## src/rtl/dqnh_pkg.sv

```systemverilog
`default_nettype none

package dqnh_pkg;

  // Name walk limits
  localparam int MaxLabels      = 10;
  localparam int LabelHashBytes = 32;
  localparam int NameLimit      = 160;

  // FNV-1a 32
  localparam logic [31:0] HASH_MULT  = 32'd16777619;
  localparam logic [31:0] FNV_OFFSET = 32'd2166136261;

  localparam logic [15:0] DNS_PORT_RESET = 16'd53;

  // Status codes; a verdict of zero means no check has failed yet
  localparam logic [2:0] ST_OK        = 3'd0;
  localparam logic [2:0] ST_PENDING   = 3'd0;
  localparam logic [2:0] ST_NOT_IPV4  = 3'd1;
  localparam logic [2:0] ST_NOT_UDP   = 3'd2;
  localparam logic [2:0] ST_PORT      = 3'd3;
  localparam logic [2:0] ST_RESPONSE  = 3'd4;
  localparam logic [2:0] ST_MALFORMED = 3'd5;

  // Register indexes
  localparam logic REG_DNS_PORT = 1'b0;

  typedef struct packed {
    logic [7:0] frame_byte;
    logic       frame_end;
  } in_beat_t;

  typedef struct packed {
    logic [2:0]  status;
    logic [31:0] name_hash;
    logic [15:0] query_type;
  } out_beat_t;

endpackage

`default_nettype wire

```

## src/rtl/dqnh_cfg.sv

```systemverilog
`default_nettype none

module dqnh_cfg
  import dqnh_pkg::*;
(
  input  wire logic        clk,
  input  wire logic        rst_n,
  input  wire logic        psel,
  input  wire logic        penable,
  input  wire logic        pwrite,
  input  wire logic [2:0]  paddr,
  input  wire logic [31:0] pwdata,
  output logic [31:0]      prdata,
  output logic             pready,
  output logic [15:0]      dns_port
);

  logic [15:0] dns_port_r;
  logic        wr_en;

  assign pready = 1'b1;
  assign wr_en  = psel && penable && pwrite && pready && (paddr[2] == REG_DNS_PORT);

  // Register write
  always_ff @(posedge clk) begin
    if (!rst_n) begin
      dns_port_r <= DNS_PORT_RESET;
    end else if (wr_en) begin
      dns_port_r <= pwdata[15:0];
    end
  end

  // Read back
  always_comb begin
    prdata = 32'd0;
    if (paddr[2] == REG_DNS_PORT) begin
      prdata = {16'd0, dns_port_r};
    end
  end

  assign dns_port = dns_port_r;

endmodule

`default_nettype wire

```

## src/rtl/dqnh_parser.sv

```systemverilog
`default_nettype none

module dqnh_parser
  import dqnh_pkg::*;
#(
  parameter int MAX_LABELS       = MaxLabels,
  parameter int LABEL_HASH_BYTES = LabelHashBytes,
  parameter int NAME_LIMIT       = NameLimit
)
(
  input  wire logic        clk,
  input  wire logic        rst_n,
  input  wire logic        step,
  input  wire in_beat_t    beat,
  input  wire logic [15:0] dns_port,
  output out_beat_t        result
);

  typedef enum logic [6:0] {
    PH_HEADERS = 7'b0000001,
    PH_LEN     = 7'b0000010,
    PH_BODY    = 7'b0000100,
    PH_QT_HI   = 7'b0001000,
    PH_QT_LO   = 7'b0010000,
    PH_DONE    = 7'b0100000,
    PH_FAIL    = 7'b1000000
  } phase_t;

  logic [15:0] byte_offset_r, byte_offset_nxt;
  logic [5:0]  header_len_r, header_len_nxt;
  logic [2:0]  verdict_r, verdict_nxt;
  logic [31:0] hash_r, hash_nxt;
  logic [7:0]  name_off_r, name_off_nxt;
  logic [3:0]  label_cnt_r, label_cnt_nxt;
  logic [7:0]  label_rem_r, label_rem_nxt;
  logic [5:0]  label_hashed_r, label_hashed_nxt;
  logic [15:0] qtype_r, qtype_nxt;
  phase_t      phase_r, phase_nxt;

  logic [7:0]  b;
  logic [7:0]  lc;
  logic [15:0] udp_off;
  logic [8:0]  name_off_inc;
  logic [7:0]  label_rem_dec;
  logic [2:0]  v;
  logic [2:0]  st;

  function automatic logic [2:0] flag(input logic [2:0] cur, input logic [2:0] code,
                                      input logic hit);
    flag = (hit && (cur == ST_PENDING || code < cur)) ? code : cur;
  endfunction

  assign b             = beat.frame_byte;
  assign udp_off       = 16'd14 + {10'd0, header_len_r};
  assign name_off_inc  = {1'b0, name_off_r} + 9'd1;
  assign label_rem_dec = label_rem_r - 8'd1;

  // Lower-case A-Z only
  always_comb begin
    lc = b;
    if (b inside {[8'h41:8'h5A]}) begin
      lc = b + 8'd32;
    end
  end

  // Per-byte parse step
  always_comb begin
    byte_offset_nxt  = (byte_offset_r != 16'hFFFF) ? byte_offset_r + 16'd1 : byte_offset_r;
    header_len_nxt   = header_len_r;
    verdict_nxt      = verdict_r;
    hash_nxt         = hash_r;
    name_off_nxt     = name_off_r;
    label_cnt_nxt    = label_cnt_r;
    label_rem_nxt    = label_rem_r;
    label_hashed_nxt = label_hashed_r;
    qtype_nxt        = qtype_r;
    phase_nxt        = phase_r;
    v                = verdict_r;

    case (phase_r)
      PH_HEADERS: begin
        v = flag(v, ST_NOT_IPV4, (byte_offset_r == 16'd12) && (b != 8'h08));
        v = flag(v, ST_NOT_IPV4, (byte_offset_r == 16'd13) && (b != 8'h00));
        if (byte_offset_r == 16'd14) begin
          header_len_nxt = {b[3:0], 2'b00};
        end
        v = flag(v, ST_NOT_UDP, (byte_offset_r == 16'd23) && (b != 8'd17));
        if (byte_offset_r > 16'd14) begin
          v = flag(v, ST_PORT, (byte_offset_r == udp_off + 16'd2) && (b != dns_port[15:8]));
          v = flag(v, ST_PORT, (byte_offset_r == udp_off + 16'd3) && (b != dns_port[7:0]));
          v = flag(v, ST_RESPONSE, (byte_offset_r == udp_off + 16'd10) && b[7]);
          if (byte_offset_r == udp_off + 16'd19) begin
            phase_nxt = (v == ST_PENDING) ? PH_LEN : PH_FAIL;
          end
        end
        verdict_nxt = v;
      end
      PH_LEN: begin
        if (label_cnt_r >= 4'(MAX_LABELS) || name_off_inc > 9'(NAME_LIMIT)) begin
          verdict_nxt = flag(verdict_r, ST_MALFORMED, 1'b1);
          phase_nxt   = PH_FAIL;
        end else begin
          name_off_nxt = name_off_inc[7:0];
          if (b == 8'd0) begin
            phase_nxt = PH_QT_HI;
          end else if (name_off_inc + {1'b0, b} > 9'(NAME_LIMIT)) begin
            verdict_nxt = flag(verdict_r, ST_MALFORMED, 1'b1);
            phase_nxt   = PH_FAIL;
          end else begin
            label_rem_nxt    = b;
            label_hashed_nxt = 6'd0;
            phase_nxt        = PH_BODY;
          end
        end
      end
      PH_BODY: begin
        if (label_hashed_r < 6'(LABEL_HASH_BYTES)) begin
          hash_nxt         = (hash_r ^ {24'd0, lc}) * HASH_MULT;
          label_hashed_nxt = label_hashed_r + 6'd1;
        end
        name_off_nxt  = name_off_inc[7:0];
        label_rem_nxt = label_rem_dec;
        if (label_rem_dec == 8'd0) begin
          label_cnt_nxt = label_cnt_r + 4'd1;
          phase_nxt     = PH_LEN;
        end
      end
      PH_QT_HI: begin
        qtype_nxt = {b, 8'd0};
        phase_nxt = PH_QT_LO;
      end
      PH_QT_LO: begin
        qtype_nxt = {qtype_r[15:8], b};
        phase_nxt = PH_DONE;
      end
      default: begin
      end
    endcase
  end

  // Frame outcome, taken on the last beat
  always_comb begin
    if (verdict_nxt != ST_PENDING) begin
      st = verdict_nxt;
    end else if (phase_nxt == PH_DONE) begin
      st = ST_OK;
    end else begin
      st = ST_MALFORMED;
    end
    result.status     = st;
    result.name_hash  = (st == ST_OK) ? hash_nxt : 32'd0;
    result.query_type = (st == ST_OK) ? qtype_nxt : 16'd0;
  end

  // State registers; the last beat of a frame returns everything to reset
  always_ff @(posedge clk) begin
    if (!rst_n || (step && beat.frame_end)) begin
      byte_offset_r  <= 16'd0;
      header_len_r   <= 6'd0;
      verdict_r      <= ST_PENDING;
      hash_r         <= FNV_OFFSET;
      name_off_r     <= 8'd12;
      label_cnt_r    <= 4'd0;
      label_rem_r    <= 8'd0;
      label_hashed_r <= 6'd0;
      qtype_r        <= 16'd0;
      phase_r        <= PH_HEADERS;
    end else if (step) begin
      byte_offset_r  <= byte_offset_nxt;
      header_len_r   <= header_len_nxt;
      verdict_r      <= verdict_nxt;
      hash_r         <= hash_nxt;
      name_off_r     <= name_off_nxt;
      label_cnt_r    <= label_cnt_nxt;
      label_rem_r    <= label_rem_nxt;
      label_hashed_r <= label_hashed_nxt;
      qtype_r        <= qtype_nxt;
      phase_r        <= phase_nxt;
    end
  end

  // Name walk starts only after the whole DNS header has gone by
  a_name_after_header: assert property (@(posedge clk) disable iff (!rst_n)
    (phase_r != PH_HEADERS) |-> (byte_offset_r >= 16'd34))
    else $error("name phase entered before DNS header end");

  // A frame's last beat leaves the parser in its reset state
  a_clear_on_end: assert property (@(posedge clk) disable iff (!rst_n)
    (step && beat.frame_end) |=> (byte_offset_r == 16'd0 && phase_r == PH_HEADERS
                                  && verdict_r == ST_PENDING && hash_r == FNV_OFFSET))
    else $error("parser state not cleared after frame end");

  // The fail phase always carries a verdict, from a header check or the name walk
  a_fail_has_verdict: assert property (@(posedge clk) disable iff (!rst_n)
    (phase_r == PH_FAIL) |-> (verdict_r != ST_PENDING))
    else $error("fail phase without verdict");

endmodule

`default_nettype wire

```

## src/rtl/dns_query_name_hasher_top.sv

```systemverilog
// Channel  | Ports                               | Beat
// ---------+-------------------------------------+--------------------------------
// input    | in_valid, in_ready, in_data         | one frame byte, frame_end flag
// result   | out_valid, out_ready, out_data      | status, name_hash, query_type
// config   | psel, penable, pwrite, paddr, ...   | dns_port at byte address 0
//
// One frame byte per cycle sustained; a beat goes through an input register,
// then one parse step (one XOR and one 32-bit constant multiply for the hash).
// out_valid comes from the result register, loaded by the frame's last parse step.
// Reset is synchronous, active low; it clears all parse state and sets dns_port to 53.
// A held result stalls input only when the next frame end reaches the parse step.
`default_nettype none

module dns_query_name_hasher_top
  import dqnh_pkg::*;
#(
  parameter int MAX_LABELS       = MaxLabels,
  parameter int LABEL_HASH_BYTES = LabelHashBytes,
  parameter int NAME_LIMIT       = NameLimit
)
(
  input  wire logic        clk,
  input  wire logic        rst_n,
  input  wire logic        in_valid,
  output logic             in_ready,
  input  wire in_beat_t    in_data,
  output logic             out_valid,
  input  wire logic        out_ready,
  output out_beat_t        out_data,
  input  wire logic        psel,
  input  wire logic        penable,
  input  wire logic        pwrite,
  input  wire logic [2:0]  paddr,
  input  wire logic [31:0] pwdata,
  output logic [31:0]      prdata,
  output logic             pready
);

  logic        in_v_r;
  in_beat_t    in_r;
  logic        out_v_r;
  out_beat_t   out_r;
  logic        step;
  logic        load;
  logic        in_acc;
  logic [15:0] dns_port;
  out_beat_t   result;

  dqnh_cfg u_cfg (
    .clk      (clk),
    .rst_n    (rst_n),
    .psel     (psel),
    .penable  (penable),
    .pwrite   (pwrite),
    .paddr    (paddr),
    .pwdata   (pwdata),
    .prdata   (prdata),
    .pready   (pready),
    .dns_port (dns_port)
  );

  // A byte moves into the parser unless it ends a frame and the result slot is held
  assign step     = in_v_r && !(in_r.frame_end && out_v_r && !out_ready);
  assign load     = step && in_r.frame_end;
  assign in_ready = !in_v_r || step;
  assign in_acc   = in_valid && in_ready;

  dqnh_parser #(
    .MAX_LABELS       (MAX_LABELS),
    .LABEL_HASH_BYTES (LABEL_HASH_BYTES),
    .NAME_LIMIT       (NAME_LIMIT)
  ) u_parser (
    .clk      (clk),
    .rst_n    (rst_n),
    .step     (step),
    .beat     (in_r),
    .dns_port (dns_port),
    .result   (result)
  );

  // Input register
  always_ff @(posedge clk) begin
    if (!rst_n) begin
      in_v_r <= 1'b0;
    end else if (in_acc) begin
      in_v_r <= 1'b1;
    end else if (step) begin
      in_v_r <= 1'b0;
    end
  end

  always_ff @(posedge clk) begin
    if (in_acc) begin
      in_r <= in_data;
    end
  end

  // Result register
  always_ff @(posedge clk) begin
    if (!rst_n) begin
      out_v_r <= 1'b0;
    end else if (load) begin
      out_v_r <= 1'b1;
    end else if (out_ready) begin
      out_v_r <= 1'b0;
    end
  end

  always_ff @(posedge clk) begin
    if (load) begin
      out_r <= result;
    end
  end

  assign out_valid = out_v_r;
  assign out_data  = out_r;

  // A frame end never overwrites a result that is still waiting
  a_no_overwrite: assert property (@(posedge clk) disable iff (!rst_n)
    (out_v_r && !out_ready) |-> !load)
    else $error("result overwritten while held");

  // Hash and type are zero unless the query parsed
  a_zero_fields: assert property (@(posedge clk) disable iff (!rst_n)
    (out_v_r && out_r.status != ST_OK) |-> (out_r.name_hash == 32'd0
                                            && out_r.query_type == 16'd0))
    else $error("nonzero fields on failed frame");

  // A blocked frame end holds the input side
  a_stall_input: assert property (@(posedge clk) disable iff (!rst_n)
    (in_v_r && in_r.frame_end && out_v_r && !out_ready) |-> !in_ready)
    else $error("input taken while frame end is blocked");

endmodule

`default_nettype wire
```

## config.mk

```make
export PLATFORM = sky130hd
export DESIGN_NAME = dns_query_name_hasher_top
export DESIGN_NICKNAME = d
export VERILOG_FILES = /design/src/rtl/dqnh_pkg.sv /design/src/rtl/dqnh_cfg.sv /design/src/rtl/dqnh_parser.sv /design/src/rtl/dns_query_name_hasher_top.sv
export SDC_FILE = /design/constraint.sdc
export NUM_CORES = 1
export LEC_CHECK = 0
export ABC_AREA = 1
export BUFFER_PORTS_ARGS = -buffer_cell sky130_fd_sc_hd__buf_2
export CELL_PAD_IN_SITES_DETAIL_PLACEMENT = 1
export CELL_PAD_IN_SITES_GLOBAL_PLACEMENT = 1
export CORE_MARGIN = 5
export CORE_UTILIZATION = 40
export DETAILED_ROUTE_END_ITERATION = 10
export PLACE_DENSITY_LB_ADDON = 0.1
export RECOVER_POWER = 25
export SLEW_MARGIN = 20
export SYNTH_ARGS = -nofsm -noshare
export SYNTH_HDL_FRONTEND = slang
export SYNTH_SLANG_ARGS = --single-unit
export TNS_END_PERCENT = 30
```

## constraint.sdc

```tcl
create_clock -name clk -period 7.5 [get_ports clk]
set_input_delay 1.5 -clock clk [delete_from_list [all_inputs] [get_ports clk]]
set_output_delay 1.5 -clock clk [all_outputs]
set_load 0.05 [all_outputs]
```

Yosys cells after proc, flatten, opt, wreduce, memory -nomap -nowiden --
Cells that the tools add are included.
Operators by class: $add $sub $neg 12, multipliers 1, div/mod/pow operators 0, magnitude comparators 14, equality and inequality tests 23, shifts and indexed selects 0, muxes and demuxes 42, bitwise operators 2, reductions and logical operators 56
Operators with widths (number):
- == test 16 bit | 4
- two-way mux 32 bit | 2
- two-way mux 7 bit | 7
- == test 16 x 4 -> 1 bit (second input constant) | 3
- two-way mux 8 bit | 5
- two-way mux 3 bit | 13
- case mux 7 bit (5 select lines) | 1
- adder 16 x 2 -> 16 bit (second input constant) | 2
- multiplier 32 x 25 -> 32 bit (second input constant) | 1
- case mux 16 bit (2 select lines) | 1
- case mux 8 bit (2 select lines) | 2
- XOR 32 x 8 -> 32 bit | 1
- logical NOT 3 bit | 8
- two-way mux 6 bit | 4
- logical AND 1 bit | 21
- greater-than comparator 9 x 8 -> 1 bit (second input constant) | 2
- adder 16 x 1 -> 16 bit (second input constant) | 1
- adder 16 x 4 -> 16 bit (second input constant) | 1
- adder 16 x 5 -> 16 bit (second input constant) | 1
- == test 16 x 5 -> 1 bit (second input constant) | 1
- greater-than comparator 16 x 4 -> 1 bit (second input constant) | 1
- logical NOT 8 bit | 2
- two-way mux 16 bit | 1
- inequality test 16 bit (second input constant) | 1
- 38 further kinds | 64
Word-level totals: bits in registers 182, latch bits 0, memory bits (writable) 0, bits in read-only memories 0, input bits 51, output and inout bits 86, logic and storage cells 168, memories 0

Depth between registers and ports, before layout --
word-level depth 33, depth in mapped cells 36, mapped depth without buffers 35

Cells and area by module --
A second synthesis with hierarchy kept.
Unflattened totals: cell total of the unflattened synthesis 2166, area total of the unflattened synthesis 16263.1 um^2
Modules (own cells, without submodules):
- dqnh_parser | instances 1, cells an instance 1934, area each 13336.5 um^2, seq. area each 2082.0 um^2
- dns_query_name_hasher_top | instances 1, cells an instance 78, area each 1920.6 um^2, seq. area each 1841.8 um^2
- dqnh_cfg | instances 1, cells an instance 154, area each 1006.0 um^2, seq. area each 320.3 um^2

Worst setup path before layout --
Ideal clock, no wire load.
path kind register to register, start point reg in_r[3] (netlist bit), end point reg out_r (netlist bit out_data[46]) (data pin), library setup time 258 ps, arrival time 5669 ps, required time 7242 ps, slack 1573 ps, cell stages (with the launch flop) 32, buffers on the path 1, clock period less this slack 5927 ps, cell sequence edfxtp_1 buf_2 nor2_2 nand4_1 nand3_1 o21ai_0 xnor2_1 ha_1 ha_1 inv_1 fa_1 inv_1 ha_1 inv_1 fa_1 inv_1 ha_1 inv_1 fa_1 inv_1 ha_1 a21oi_1 o21a_1 o21ai_0 nand2_1 nand3_1 nand3_1 nand2_1 a211oi_1 xnor2_1 mux2i_1 nor2_1
Between the ends: cells in the longest elaborated chain, start to end 33, elaborated cells on any way between the ends 67, those cells by class add/sub (2); mul (1); order compare (8); eq/ne (5); mux (23); bitwise (1); reduce/logical (27)
Ends and longest elaborated chain:
- from (decl) | RTL line dns_query_name_hasher_top.sv:40 | in_beat_t in_r;
- from (signal assigned) | RTL line dns_query_name_hasher_top.sv:94 | in_r <= in_data;
- inequality test 8 x 4 -> 1 bit | RTL line dqnh_parser.sv:82 | v = flag(v, ST_NOT_IPV4, (byte_offset_r == 16'd12) && (b != 8'h08));
- logical AND 1 bit | RTL line dqnh_parser.sv:82
- logical AND 1 bit | RTL line dqnh_parser.sv:50 | flag = (hit && (cur == ST_PENDING || code < cur)) ? code : cur;
- two-way mux 3 bit | RTL line dqnh_parser.sv:50
- less-than comparator 1 x 3 -> 1 bit / logical NOT 3 bit (equally long branches) | RTL line dqnh_parser.sv:50
- logical OR 1 bit | RTL line dqnh_parser.sv:50
- logical AND 1 bit | RTL line dqnh_parser.sv:50
- two-way mux 3 bit | RTL line dqnh_parser.sv:50
- [... 17 more ...]
- two-way mux 7 bit | RTL line dqnh_parser.sv:93 | phase_nxt = (v == ST_PENDING) ? PH_LEN : PH_FAIL;
- two-way mux 7 bit | RTL line dqnh_parser.sv:92 | if (byte_offset_r == udp_off + 16'd19) begin
- two-way mux 7 bit | RTL line dqnh_parser.sv:88 | if (byte_offset_r > 16'd14) begin
- case mux 7 bit (5 select lines) | RTL line dqnh_parser.sv:80 | case (phase_r)
- == test 7 x 6 -> 1 bit | RTL line dqnh_parser.sv:145 | end else if (phase_nxt == PH_DONE) begin
- two-way mux 3 bit | RTL line dqnh_parser.sv:145
- two-way mux 3 bit | RTL line dqnh_parser.sv:143 | if (verdict_nxt != ST_PENDING) begin
- logical NOT 3 bit | RTL line dqnh_parser.sv:151 | result.name_hash = (st == ST_OK) ? hash_nxt : 32'd0;
- to (signal assigned) | RTL line dns_query_name_hasher_top.sv:111 | out_r <= result;
- to (decl) | RTL line dns_query_name_hasher_top.sv:42 | out_beat_t out_r;
Several ways; a longest one is shown, not always the timed one. A chain may end at the register's enable or synchronous reset.

Final worst setup path --
start point reg in_r[3] (netlist bit), end point reg u_parser.hash_r[26]
Between the ends: cells in the longest elaborated chain, start to end 7, elaborated cells on any way between the ends 9, those cells by class add/sub (1); mul (1); order compare (2); mux (3); bitwise (1); reduce/logical (1)
Ends and longest elaborated chain:
- >= comparator 8 x 7 -> 1 bit / <= comparator 8 x 7 -> 1 bit (equally long branches) | RTL line dqnh_parser.sv:61 | if (b inside {[8'h41:8'h5A]}) begin
- logical AND 1 bit | RTL line dqnh_parser.sv:61
- two-way mux 8 bit * | RTL line dqnh_parser.sv:61
- XOR 32 x 8 -> 32 bit * | RTL line dqnh_parser.sv:118 | hash_nxt = (hash_r ^ {24'd0, lc}) * HASH_MULT;
- multiplier 32 x 25 -> 32 bit * | RTL line dqnh_parser.sv:118
- two-way mux 32 bit * | RTL line dqnh_parser.sv:117 | if (label_hashed_r < 6'(LABEL_HASH_BYTES)) begin
- two-way mux 32 bit * | RTL line dqnh_parser.sv:80
- to (signal assigned) | RTL line dqnh_parser.sv:172 | hash_r <= hash_nxt;
- to (decl) | RTL line dqnh_parser.sv:32 | logic [31:0] hash_r, hash_nxt;
Every way passes the cells marked *; elsewhere a longest branch is shown, timed or not.

==> results.tsv <==
metric	value	unit
gr ovfl total	0	
count of final setup violators	0	
Clock Latency Late Sink	0.47	ns
WP data arrival	7.29	ns
Total GRT Usage	21.1	%
crit-path max FO	6	
P&R area growth vs syn	9.88	%
num rows	72	
Clock Tree Buf Depth	2	
Pins Over Slew Limit	42	
vias per inst	5.00	
die height	209	µm
Hold Path Class	flop to flop	
first-pass GRT wire length	73800	µm
post-route clock skew	0.0176	ns
CORE AREA	38900	µm²
Num CTS Buffers	17	
TritonCTS clock tree	done	
pin count of the biggest net entering global routing	80	
drt initial violations	425	
Max IR drop VDD	0.280	mV
DR WL/cell	17.2	µm
CTS H-tree depth	4	
Setup CP Type	flop to flop	
Reg2Reg Depth	33	
register area share after synthesis	26.8	%
EDFF count, synth	60	
Syn Area/Cell	7.80	µm²
crit path launch type	flop	
vias in the first global route	13900	
P per Cell Area	350	nW/µm²
CP dominant cell by count	inv_1	
WHS	0.458	ns
Ys Warns	0	
number of antenna violations at the first check in global routing	0	
Max stage delay on crit path	0.53	ns
leakage power	8.44	nW
drt total wl	45600	µm
hold endpoint	u_parser.label_cnt_r[3]	
I/O Pins	137	
RSZ-0062 raised after global routing	false	
area leader, netlist	ha_1	
cells after synthesis	2027	
fin crit share	91.7	%
die width	209	µm
failing checks	max-capacitance violations, max-slew violations	
PortBufs	101	
max capacitance violation total	1	
slew margin rel.	-46.0	%
share of layout cells above drive strength 1	8.45	%
clock slew at reported path FFs	0.08	ns
register bit count reported by yosys	182	
fmax	145	MHz
FF-to-FF Start	in_r[3]	
Post-CTS Setup Inserts	0	
Mapped Area	15800	µm²
Root Buffer	clkbuf_16	
top post-synthesis cells by area	ha_1, dfxtp_1, edfxtp_1	
Synth top area share	16.5	%
Die Footprint	43600	µm²
HP Start	u_parser.label_cnt_r[3]	
DRC	0	
most instantiated library cell after synthesis	inv_1	
Via Count	13200	
post-synthesis async set-or-reset flop share	0	%
Antenna Violating Nets Remaining	0	
slowest CP cell	fa_1	
Cell variety after synth	53	
Nets	2451	
R2R setup slack	0.62	ns
Initial Util	40.6	%
cts hold-fix bufs	0	
HPWL after DPL	35600	µm
Power, Total	0.00608	W
Tmin final	6.88	ns
antenna cell count	0	
RePlAce Congestion	0.838	
CTS resizes	0	
Hold Vio Cnt, Final	0	
DRT Pass-1 Iters	4	
Worst setup EP type	flop	
outcome	finished with violations	
total clock sinks	182	
setup_tns	0	ns
hold depth	1	
Commonest cells post-synth	inv_1, nand2_1, ha_1	
ys flop type	dfxtp_1	
reg2reg end	u_parser.hash_r[26]	
Least-Margin Pin Slew	2.19	ns
Worst Path Required	7.91	ns
-- per-layer routing --
layer,GRT usage [%],routed length [µm],vias up
met2,35.3,21400,133
li1,-,-,6582
met5,0,0,-
met1,29.3,22600,6500
met4,4.19,467,0
met3,3.06,1160,25
-- report_power, final --
part	leakage, nW	total (W)	internal [W]	switching, W
registers	1.59	0.00109	0.00105	0.0000372
logic	6.57	0.00407	0.00151	0.00256
clock network	0.288	0.000928	0.000447	0.000481
total	8.44	0.00608	0.00300	0.00308
-- how the worst max path moves through the flow --
stage                       start  cells past startpoint  slack (ns)             endpoint
final                     in_r[3]                     33        0.62  u_parser.hash_r[26]
after CTS                 in_r[3]                     32        0.60         out_data[45]
after global placement    in_r[3]                     31        0.66         out_data[46]
after floorplan           in_r[3]                     31        1.57         out_data[46]
after global routing      in_r[3]                     35        0.13  u_parser.hash_r[26]
after detailed placement  in_r[3]                     32        0.62         out_data[45]
-- registers in the layout (all words and copies together), names as in the netlist --
name	flops
u_parser.label_cnt_r	4
in_r	9
u_parser.phase_r	7
out_valid	1
u_parser.header_len_r	4
u_parser.name_off_r	8
in_v_r	1
out_data	51
u_parser.label_hashed_r	6
u_parser.hash_r	32
u_parser.qtype_r	16
u_cfg.dns_port	16
u_parser.verdict_r	3
u_parser.label_rem_r	8
u_parser.byte_offset_r	16
-- stage by stage --
step	area (µm²)	worst slack, ns	instances	utilization, %
floorplan	15900	1.57	2042	-
global placement	16900	0.659	2616	43.3
detailed placement	16900	0.618	2616	43.3
CTS	17400	0.603	2648	44.8
global route	17400	0.126	2648	44.6
finish	17400	0.624	2648	44.6
-- final cells by class --
type / instances / area [µm²]
Clock buffer: 17 / 425
Clock inverter: 15 / 158
Fill cell: 4929 / 21500
Inverter: 487 / 1830
Multi-Input combinational cell: 1302 / 9430
Sequential cell: 182 / 4240
Tap cell: 518 / 648
Timing Repair Buffer: 127 / 633
-- layout by cell type (no fill, tap or decap), drive strengths merged, types with 3 or more instances in the layout --
cell type / netlist / layout
inv: 485 / 495
nand2: 244 / 244
ha: 208 / 208
nor2: 168 / 168
o21ai: 159 / 159
a21oi: 151 / 151
dfxtp: 122 / 122
fa: 75 / 75
buf: 34 / 75
nand3: 69 / 69
clkbuf: 37 / 69
edfxtp: 60 / 60
xor2: 43 / 43
xnor2: 34 / 34
nor3: 30 / 30
nand4: 19 / 19
conb: 2 / 17
o211ai: 11 / 11
nor4: 11 / 11
o22ai: 10 / 10
mux2i: 9 / 9
o21bai: 7 / 7
a31oi: 7 / 7
clkinv: 2 / 7
nand3b: 5 / 5
or2: 4 / 4
nor3b: 3 / 3
o311ai: 3 / 3
-- logic make-up (layout without fill, tap and decap cells) --
family / after synthesis / count (layout) / synth area share, %
adder cells (fa/ha/maj): 283 / 283 / 26.0
AND/OR/NAND/NOR: 556 / 556 / 16.1
XOR/XNOR: 77 / 77 / 4.27
multiplexers: 9 / 9 / 0.570
flip-flops: 182 / 182 / 26.8
buffers and inverters: 558 / 646 / 14.0
AO/OA/AOI/OAI: 360 / 360 / 12.1
other: 2 / 17 / 0.0475
-- critical path, delay by kind of cell, from the launching register on --
kind,cells,cell delay (ns)
buffers and inverters,9,1.00
xor gates and xnor gates,1,0.31
AOI/OAI and AO/OA,8,1.70
adders and majority gates,7,2.59
DFF,1,0.41
and+or+nand+nor,8,0.81
No activity file was read; power rests on OpenSTA's default activity.
